$ cat config.mk
export PLATFORM = sky130hd
export DESIGN_NAME = svt_ctrl
export DESIGN_NICKNAME = d
export VERILOG_FILES = /design/src/svt_pkg.sv /design/src/svt_ctrl.sv
export SDC_FILE = /design/constraint.sdc
export NUM_CORES = 1
export LEC_CHECK = 0
export BUFFER_PORTS_ARGS = -buffer_cell sky130_fd_sc_hd__buf_2
export CORE_AREA = 2 2 39 41
export CTS_CLUSTER_DIAMETER = 30
export DETAILED_ROUTE_END_ITERATION = 8
export DIE_AREA = 0 0 41 43
export PLACE_DENSITY = 0.47
export SLEW_MARGIN = 10
export SYNTH_ARGS = -nofsm -noshare
export SYNTH_HDL_FRONTEND = slang
export SYNTH_SLANG_ARGS = --single-unit
export TNS_END_PERCENT = 1
$ cat constraint.sdc
create_clock -name clk -period 2.65 [get_ports clk]
set_clock_uncertainty 0.15 [all_clocks]
set_input_delay 0.265 -clock clk [delete_from_list [all_inputs] [get_ports clk]]
set_output_delay 0.265 -clock clk [all_outputs]
set_load 0.03 [all_outputs]
$ cat src/svt_pkg.sv
// shared types and constants for the slot/value table
`timescale 1ns / 1ps

package svt_pkg;

  localparam int unsigned KEY_W = 31;
  localparam int unsigned VAL_W = 31;
  localparam int unsigned ST_W  = 2;

  // result status codes
  localparam logic [ST_W-1:0] ST_OK        = 2'd0;
  localparam logic [ST_W-1:0] ST_NOT_FOUND = 2'd1;
  localparam logic [ST_W-1:0] ST_FULL      = 2'd2;

  // item kinds
  localparam logic KIND_CHANGE = 1'b0;
  localparam logic KIND_FIND   = 1'b1;

  // controller to datapath
  typedef struct packed {
    logic start;     // latch a new item, restart the scan
    logic scan;      // issue the next table read, compare the last one
    logic update;    // rewrite the value of the matching entry
    logic insert;    // claim the next free entry or report full
    logic find_end;  // settle the find result
    logic load_out;  // move the result into the output register
  } cmd_t;

  // datapath to controller
  typedef struct packed {
    logic kind;      // kind of the item in work
    logic match;     // compared entry matches this cycle
    logic scan_end;  // no read in flight and none left to issue
    logic out_busy;  // output register holds a beat not yet taken
  } sts_t;

endpackage

$ cat src/svt_ctrl.sv
// controller: item sequencing over accept, table scan and result hand-off
`timescale 1ns / 1ps

module svt_ctrl (
  input  logic          clk,
  input  logic          rst,
  input  logic          in_valid,
  output logic          in_ready,
  output svt_pkg::cmd_t cmd,
  input  svt_pkg::sts_t sts
);

  typedef enum logic [2:0] {
    S_IDLE = 3'b001,
    S_SCAN = 3'b010,
    S_DONE = 3'b100
  } state_t;

  state_t state;
  state_t state_next;

  always_comb begin
    state_next = state;
    cmd        = '0;
    in_ready   = 1'b0;
    unique case (state)
      S_IDLE: begin
        in_ready = 1'b1;
        if (in_valid) begin
          cmd.start  = 1'b1;
          state_next = S_SCAN;
        end
      end
      S_SCAN: begin
        cmd.scan = 1'b1;
        if (sts.match && (sts.kind == svt_pkg::KIND_CHANGE)) begin
          cmd.update = 1'b1;
          state_next = S_DONE;
        end else if (sts.scan_end) begin
          if (sts.kind == svt_pkg::KIND_FIND) begin
            cmd.find_end = 1'b1;
          end else begin
            cmd.insert = 1'b1;
          end
          state_next = S_DONE;
        end
      end
      S_DONE: begin
        if (!sts.out_busy) begin
          cmd.load_out = 1'b1;
          state_next   = S_IDLE;
        end
      end
      default: begin
        state_next = S_IDLE;
      end
    endcase
  end

  always_ff @(posedge clk) begin
    if (rst) begin
      state <= S_IDLE;
    end else begin
      state <= state_next;
    end
  end

`ifndef SYNTHESIS
  a_one_write: assert property (@(posedge clk) disable iff (rst)
    !(cmd.update && cmd.insert))
    else $error("rewrite and insert in the same cycle");

  a_accept_starts_scan: assert property (@(posedge clk) disable iff (rst)
    (in_valid && in_ready) |=> (state == S_SCAN))
    else $error("accepted beat did not start a scan");

  a_single_end: assert property (@(posedge clk) disable iff (rst)
    $countones({cmd.update, cmd.insert, cmd.find_end}) <= 1)
    else $error("more than one scan end in one cycle");
`endif

endmodule

# --- Yosys cells after proc, flatten, opt, wreduce, memory -nomap -nowiden ---
# Index checks and enable logic that the tools add are counted.
totals:
  reg_bits: 3
  in_bits: 7
  output_inout_bits: 7
  elab_cells: 26
classes:
  n_eq_ne: 6
  mux: 16
  bitwise: 1
  reduce_logical: 2
ops:
  columns: ["operator", "n"]
  rows:
  - ["two-way mux 3 bit", 4]
  - ["one-hot mux 3 bit (3 select lines)", 1]
  - ["two-way mux 1 bit", 8]
  - ["two-way mux 2 bit", 2]
  - ["two-way mux 4 bit", 1]
  - ["inequality test 2 bit, second input constant", 2]
  - ["equality test 3 x 1 -> 1 bit, second input constant", 1]
  - ["equality test 3 x 2 -> 1 bit, second input constant", 1]
  - ["equality test 3 bit, second input constant", 1]
  - ["inequality test 3 bit, second input constant", 1]
  - ["AND reduction 3 bit", 1]
  - ["logical AND 1 bit", 1]
  - ["NOT 1 bit", 1]

# --- Depth between registers and ports, before layout ---
# Gate-level depths: netlist of run 1.
logic_depth:
  ltp_word: 4
  mapped_depth: 3
  ltp_nobuf: 3

# --- Least setup slack after synthesis of run 1 ---
# OpenSTA, ideal clock, no wires.
synth_path:
  path_type: "register -> output"
  from: "register state[1]"
  to: "output cmd[2] (netlist bit)"
  t_arrival_ps: 1712
  t_required_ps: 2235
  setup_slack_ps: 523
  stages_incl_launch_ff: 4
  path_buffers: 0
  path_cell_list: "dfxtp_1 > nor3b_2 > nand2_1 > nor3_1"
synth_rtl:
  columns: ["element", "line", "text"]
  rows:
  - ["from (decl)", "svt_ctrl.sv:19", "state_t state;"]
  - ["from (signal assigned)", "svt_ctrl.sv:64", "state <= state_next;"]
  - ["to (decl)", "svt_ctrl.sv:9", "output svt_pkg::cmd_t cmd,"]

==> metrics.md, run 1 <==
| Metric | Value |
|---|---|
| Worst path arrival time | 1.43 ns |
| CP Class | register to primary output |
| First-pass GRT wire length | 876 µm |
| Setup repair bufs after CTS | 0 |
| Placed Area | 283 µm² |
| All-Layer GR Usage | 0.0783 |
| I/O pin count | 14 |
| Via-per-instance ratio | 4.25 |
| Vias in the first global route | 224 |
| Hold Violations, Final | 0 |
| Post-layout min period | 1.84 ns |
| DR WL/cell | 9.58 µm |
| CP startpoint kind | register |
| Core Region | 1380 µm² |
| Fin area | 309 µm² |
| Max_cap viols | 0 |
| Die Y-Extent | 43 µm |
| VDD IR-drop max | 0.0980 mV |
| Largest register FFs | 3 |
| Tightest Pin Transition | 0.378 ns |
| Starting Density | 0.143 |
| CTS Sinks | 3 |
| Chip width | 41 µm |
| CP Max Fanout | 8 |
| Registers with the most flip-flops | state (3) |
| N_diodes | 0 |
| Seq cells post-synth | 3 |
| Port Buffers | 13 |
| Hold_buf cts | 0 |
| Tcrit/Tclk final | 0.696 |
| Final #Nets | 47 |
| Status | completed |
| Largest net degree at the start of global routing | 9 |
| Crit. End Element | primary output |
| Static Leak | 0.000141 µW |
| DRT iter0 DRCs | 5 |
| CTS tree | done |
| RSZ-0062 raised after global routing | no |
| Remaining global-route overflow | 0 |
| Share of cells above drive strength 1 | 0.462 |
| Multi-input gate area | around 130 µm² |
| Max-slew violations | 0 |
| CTS root buf | clkbuf_4 |
| Clk buf depth | 2 |
| DR vias | 234 |
| Total Neg Setup Slack | 0 ns |
| Most flop-heavy register | state |
| Syn Nets | 29 |
| Area Growth Syn to Fin | 56.3% |
| Filler cell count | 154 |
| Clk Latency, worst-skew pair | 0.23 ns |
| Post_cts resized | 0 |
| ANT nets after route | 0 |
| Crit path required time | 2.24 ns |
| H-tree lvl count | 1 |
| DRT Pass-1 Iters | 4 |
| Num CTS Buffers | 3 |
| Pwr dens | about 520 nW/µm² |
| # setup viols final | 0 |
| Mapped Avg Cell Area | 8.99 µm² |
| Register area | 60.1 µm² |
| Fmax achieved | 542 MHz |
| FP Rows | 14 |
| Mapped Area | between 150 and 200 µm² |
| Type of the worst min-delay path | input port to register |
| Die ar. | between 1500 and 2000 µm² |
| DRC | 0 |
| Synthesis Warnings | 0 |
| Relative slew slack | 0.744 |
| Routed wire length | 527 µm |
| Post-Syn Instances | 22 |
| Post-synthesis sequential area ratio | 0.304 |
| Synth unique cells | 18 |
| CTS clock-pin slew for the worst setup and hold paths | approximately 0.04 ns |
| Global placer's final weighted congestion | 0.685 |
| Antenna violations before repair | 0 |
## critical path, cell delays in order (launching register included)
cell and delay, ns:
dfxtp_1 0.41, nor3b_2 0.34, nand2_1 0.09, nor3_1 0.13, buf_2 0.22
## area by class of cell
type / instances / area share
Inverter: 1 / 0.0121
Tap cell: 16 / 0.0648
Timing Repair Buffer: 13 / 0.211
Multi-Input combinational cell: 18 / 0.433
Clock buffer: 4 / 0.0850
Sequential cell: 3 / 0.194
## per-layer routing
layer,up-vias,routed length (µm),share of wire,global-route usage
met5,-,0,0,0
met4,0,0,0,0.0600
met3,0,70,0.13,0.0576
met2,14,235,0.45,0.0938
met1,103,220,0.42,0.0900
li1,117,-,-,-
## per-stage QoR
stage / worst slack, ns / power, µW / instances / hold slack, ns / utilization
final: 0.806 / 162 / 55 / 0.0748 / 0.223
after global placement: 1.01 / 82.2 / 51 / 0.325 / 0.204
after detailed placement: 1.08 / 81.7 / 51 / 0.323 / 0.204
after floorplan: 0.523 / 70.0 / 22 / 0.180 / -
after CTS: 0.812 / 166 / 55 / 0.0733 / 0.223
after global routing: 0.666 / 174 / 55 / 0.0755 / 0.223
## path summary, 6_finish.rpt
kind	start	endpoint	slack [ns]	cells after the start
worst max-delay path	state[1]$_SDFFE_PP0P_	cmd[2]	0.81	4
worst min-delay path	rst	state[1]$_SDFFE_PP0P_	0.07	2
worst max register to register	state[0]$_SDFFE_PP1P_	state[1]$_SDFFE_PP0P_	1.33	2
worst min register to register	state[2]$_SDFFE_PP0P_	state[1]$_SDFFE_PP0P_	0.42	1
## Yosys cell counts
cell      n  area, µm²
or4b_1    1       10.0
nor4b_1   1       8.76
nor2_1    1       3.75
nor3b_1   1       7.51
nor3b_2   1       12.5
and3_1    1       6.26
inv_1     1       3.75
dfxtp_1   3       60.1
nand3b_1  2       15.0
a211oi_1  1       7.51
o21ai_0   1       5.00
and2_1    1       6.26
nor3_1    1       5.00
nor4bb_1  1       10.0
nand2_1   1       3.75
a211oi_2  1       12.5
o31ai_1   1       7.51
nor2b_1   2       12.5
## cell usage in the layout, fill, tap and decap left out
cell type / synthesis / final
a211oi_1: 1 / 1
and2_1: 1 / 1
clkbuf_4: 0 / 3
nand3b_1: 2 / 2
nor2b_1: 2 / 2
nor4b_1: 1 / 1
nor2_1: 1 / 1
o31ai_1: 1 / 1
buf_2: 0 / 13
nand2_1: 1 / 1
nor4bb_1: 1 / 1
a211oi_2: 1 / 1
nor3b_1: 1 / 1
or4b_1: 1 / 1
nor3b_2: 1 / 1
clkbuf_1: 0 / 1
dfxtp_1: 3 / 3
inv_1: 1 / 1
and3_1: 1 / 1
nor3_1: 1 / 1
o21ai_0: 1 / 1
## logic make-up after synthesis
logic type	count (synthesis)	share of synthesized area
AND/OR/NAND/NOR	14	0.513
AO/OA/AOI/OAI	4	0.165
flip-flops	3	0.304
buffers and inverters	1	0.0190
## power by group
part | internal [µW] | leakage, µW | switching [µW]
clock | 56.5 | 0.0000150 | 24.2
sequential | 47.8 | 0.0000246 | 4.29
combinational | 12.4 | 0.000101 | 16.6
No activity file was read; power rests on OpenSTA's default activity.
==> run 2: changes to the inputs <==
ABC_AREA = 1   (was not set)
PLACE_DENSITY = 0.49   (was 0.47)
clock period = 1.6 ns   (was 2.65 ns; I/O delays follow)
==> metrics.md, run 2 <==
| Metric | Value |
|---|---|
| Status | completed |
| Post-Syn Instances | 35 |
| Seq cells post-synth | 3 |
| Synthesis Warnings | 0 |
| DRT iter0 DRCs | 5 |
| CTS tree | done |
| Die ar. | about 1800 µm² |
| ANT nets after route | 0 |
| Top-count cell post-synth | inv_1 |
| CP top delay family | flip-flops |
| WL met2 | 285 µm |
| Num CTS Buffers | 3 |
| Total Neg Setup Slack | 0 ns |
| Top post-synthesis cells by area | dfxtp_1 29%, inv_1 13%, nand3_1 12% |
| CP startpoint kind | register |
| Syn Nets | 42 |
| # setup viols final | 0 |
| Tightest Pin Transition | 0.214 ns |
| CTS clock-pin slew for the worst setup and hold paths | 0.03 ns |
| HPWL after DPL | 462 µm |
| Worst Reg-to-Reg Cells | 5 |
| DR WL/cell | 7.93 µm |
| Top sig layer | met3 |
| Crit. End Element | primary output |
| CP max stage delay | 0.41 ns |
| Chip width | between 40 and 50 µm |
| DR vias | 273 |
| First-pass GRT wire length | between 700 and 800 µm |
| Min-delay src | in_valid |
| Max_cap viols | 0 |
| Starting Density | 0.150 |
| Wl on met1 | 227 µm |
| Pre-CTS setup slack | 0.298 ns |
| N_diodes | 0 |
| Largest net degree at the start of global routing | 6 |
| Post-synth EDFFs | 0 |
| Mapped Area | 208 µm² |
| I/O pin count | 14 |
| Relative slew slack | 0.856 |
| CTS root buf | clkbuf_4 |
| Largest register FFs | 3 |
| Hold Violations, Final | 0 |
| Most frequent cells after synthesis | 7 x inv_1, 5 x nand2_1, 5 x nand3_1 |
| CP Max Fanout | 5 |
| Vias in the first global route | 194 |
| Most frequent cells in the layout | 13 x buf_2, 7 x inv_1, 5 x nand2_1, 4 x nor2_1, 4 x nand3_1 |
| Buf/Inv on CP | 1 |
| Synth Flop Type | dfxtp_1 |
| Clk Latency, worst-skew pair | between 0.2 and 0.25 ns |
| Pwr dens | about 1100 nW/µm² |
| All-Layer GR Usage | 0.0682 |
| Port Buffers | 13 |
| FP Rows | 14 |
| Worst hold stages | 3 |
| Crit. Startpoint | state[1]$_SDFFE_PP0P_ |
| Setup repair bufs after CTS | 0 |
| Clk buf depth | 2 |
| Max-slew violations | 0 |
| Static Leak | 0.000190 µW |
| Critical-path top delay cell | dfxtp_1 |
| Worst path arrival time | 1.17 ns |
| Synth async-reset ratio | 0 |
| Area Growth Syn to Fin | 64.5% |
| VDD IR-drop max | approximately 0.55 mV |
| Met3 Wirelength | ~34 µm |
| Post-layout min period | around 1.5 ns |
| Via-per-instance ratio | 3.96 |
| Tcrit/Tclk final | 0.925 |
| CTS Sinks | 3 |
| Core Region | roughly 1400 µm² |
| Area leader, netlist | dfxtp_1 |
| PnR worst setup slack | 0.121 ns |
| Top cell type's share of synthesized area | 0.289 |
| Mapped Avg Cell Area | 5.93 µm² |
| Type of the worst min-delay path | input port to register |
| Fmax achieved | 676 MHz |
| Registers with the most flip-flops | state (3) |
| Antenna violations before repair | 0 |
| Routed wire length | 547 µm |
| RSZ-0062 raised after global routing | no |
| H-tree lvl count | 1 |
| Remaining global-route overflow | 0 |
| Reg-to-Reg Start | state[1]$_SDFFE_PP0P_ |
| DRT Pass-1 Iters | 4 |
| DRC | 0 |
| Share of cells above drive strength 1 | 0.453 |
| Reg2reg end | state[2]$_SDFFE_PP0P_ |
| CP Class | register to primary output |
| Die Y-Extent | 43 µm |
| Most flop-heavy register | state |
| Synth unique cells | 13 |
| Post-synthesis sequential area ratio | 0.289 |
| Critical-path cell list | nand3_2, nor4_2, buf_2 |
| Final #Nets | 61 |
| Commonest non-fill, non-tap cell in the layout | buf_2 |
| R2R Setup Slk | 0.52 ns |
| Hold EP | state[1]$_SDFFE_PP0P_ |
| Crit path required time | 1.29 ns |
| Global placer's final weighted congestion | around 0.75 |
## run 2: cell types whose count changed after synthesis, moves of 3 or more
cell,before,now
nor2_1,1,4
nand3_1,0,5
inv_1,1,7
nand2_1,1,5
## run 2: worst max path at each step
stage	depth (start not counted)	slack, ns	end
2_1_floorplan	2	-0.04	cmd[0]
3_3_place_gp	3	0.28	cmd[2]
3_5_place_dp	3	0.30	cmd[1]
4_1_cts	3	0.04	cmd[1]
5_1_grt	3	0.008	cmd[2]
6_report	3	0.12	cmd[2]
## run 2: layer usage
metal	vias up	track usage
li1	147	-
met5	-	0
met4	0	0.0200
met3	0	0.0471
met2	7	0.0969
met1	119	0.0801
## run 2: final cells by class
cell class | count | area, µm²
Fill cell | 164 | 1040
Sequential cell | 3 | 61.3
Tap cell | 16 | 20.0
Clock buffer | 4 | 26.3
Inverter | 9 | 33.8
Multi-Input combinational cell | 23 | 125
Timing Repair Buffer | 14 | 75.1
## run 2: metrics by stage
stage	total power, µW	hold WS, ns	util	cells	instance area, µm²
floorplan	190	0.0724	-	35	214
global placement	226	0.210	0.216	64	299
detailed placement	226	0.209	0.216	64	299
CTS	366	0.0560	0.242	69	335
global route	390	0.0830	0.247	69	342
finish	359	0.0654	0.247	69	342
## run 2: tightest hold or removal path, delay by kind of cell
family / cells / cell delay (ns)
compound gates: 1 / 0.05
buf+inv: 1 / 0.11
simple gates: 1 / 0.07
## run 2: timing repair
action	4_1_cts	5_1_grt
endpoints found under the setup margin	0	3
hold endpoints to repair	1	0
hold buffers	1	0
resized for setup	0	2
## run 2: cells by family (layout without fill, tap and decap cells)
group,after synthesis,in the layout,synth area share
and+or+nand+nor,20,20,0.458
buffers and inverters,9,27,0.163
AOI/OAI and AO/OA,3,3,0.0904
DFF,3,3,0.289
## run 2: where the power goes
part	internal [µW]	total, µW	switching (µW)
logic	42.9	131	88.1
registers	87.7	98.9	11.2
clock network	93.2	129	36.1
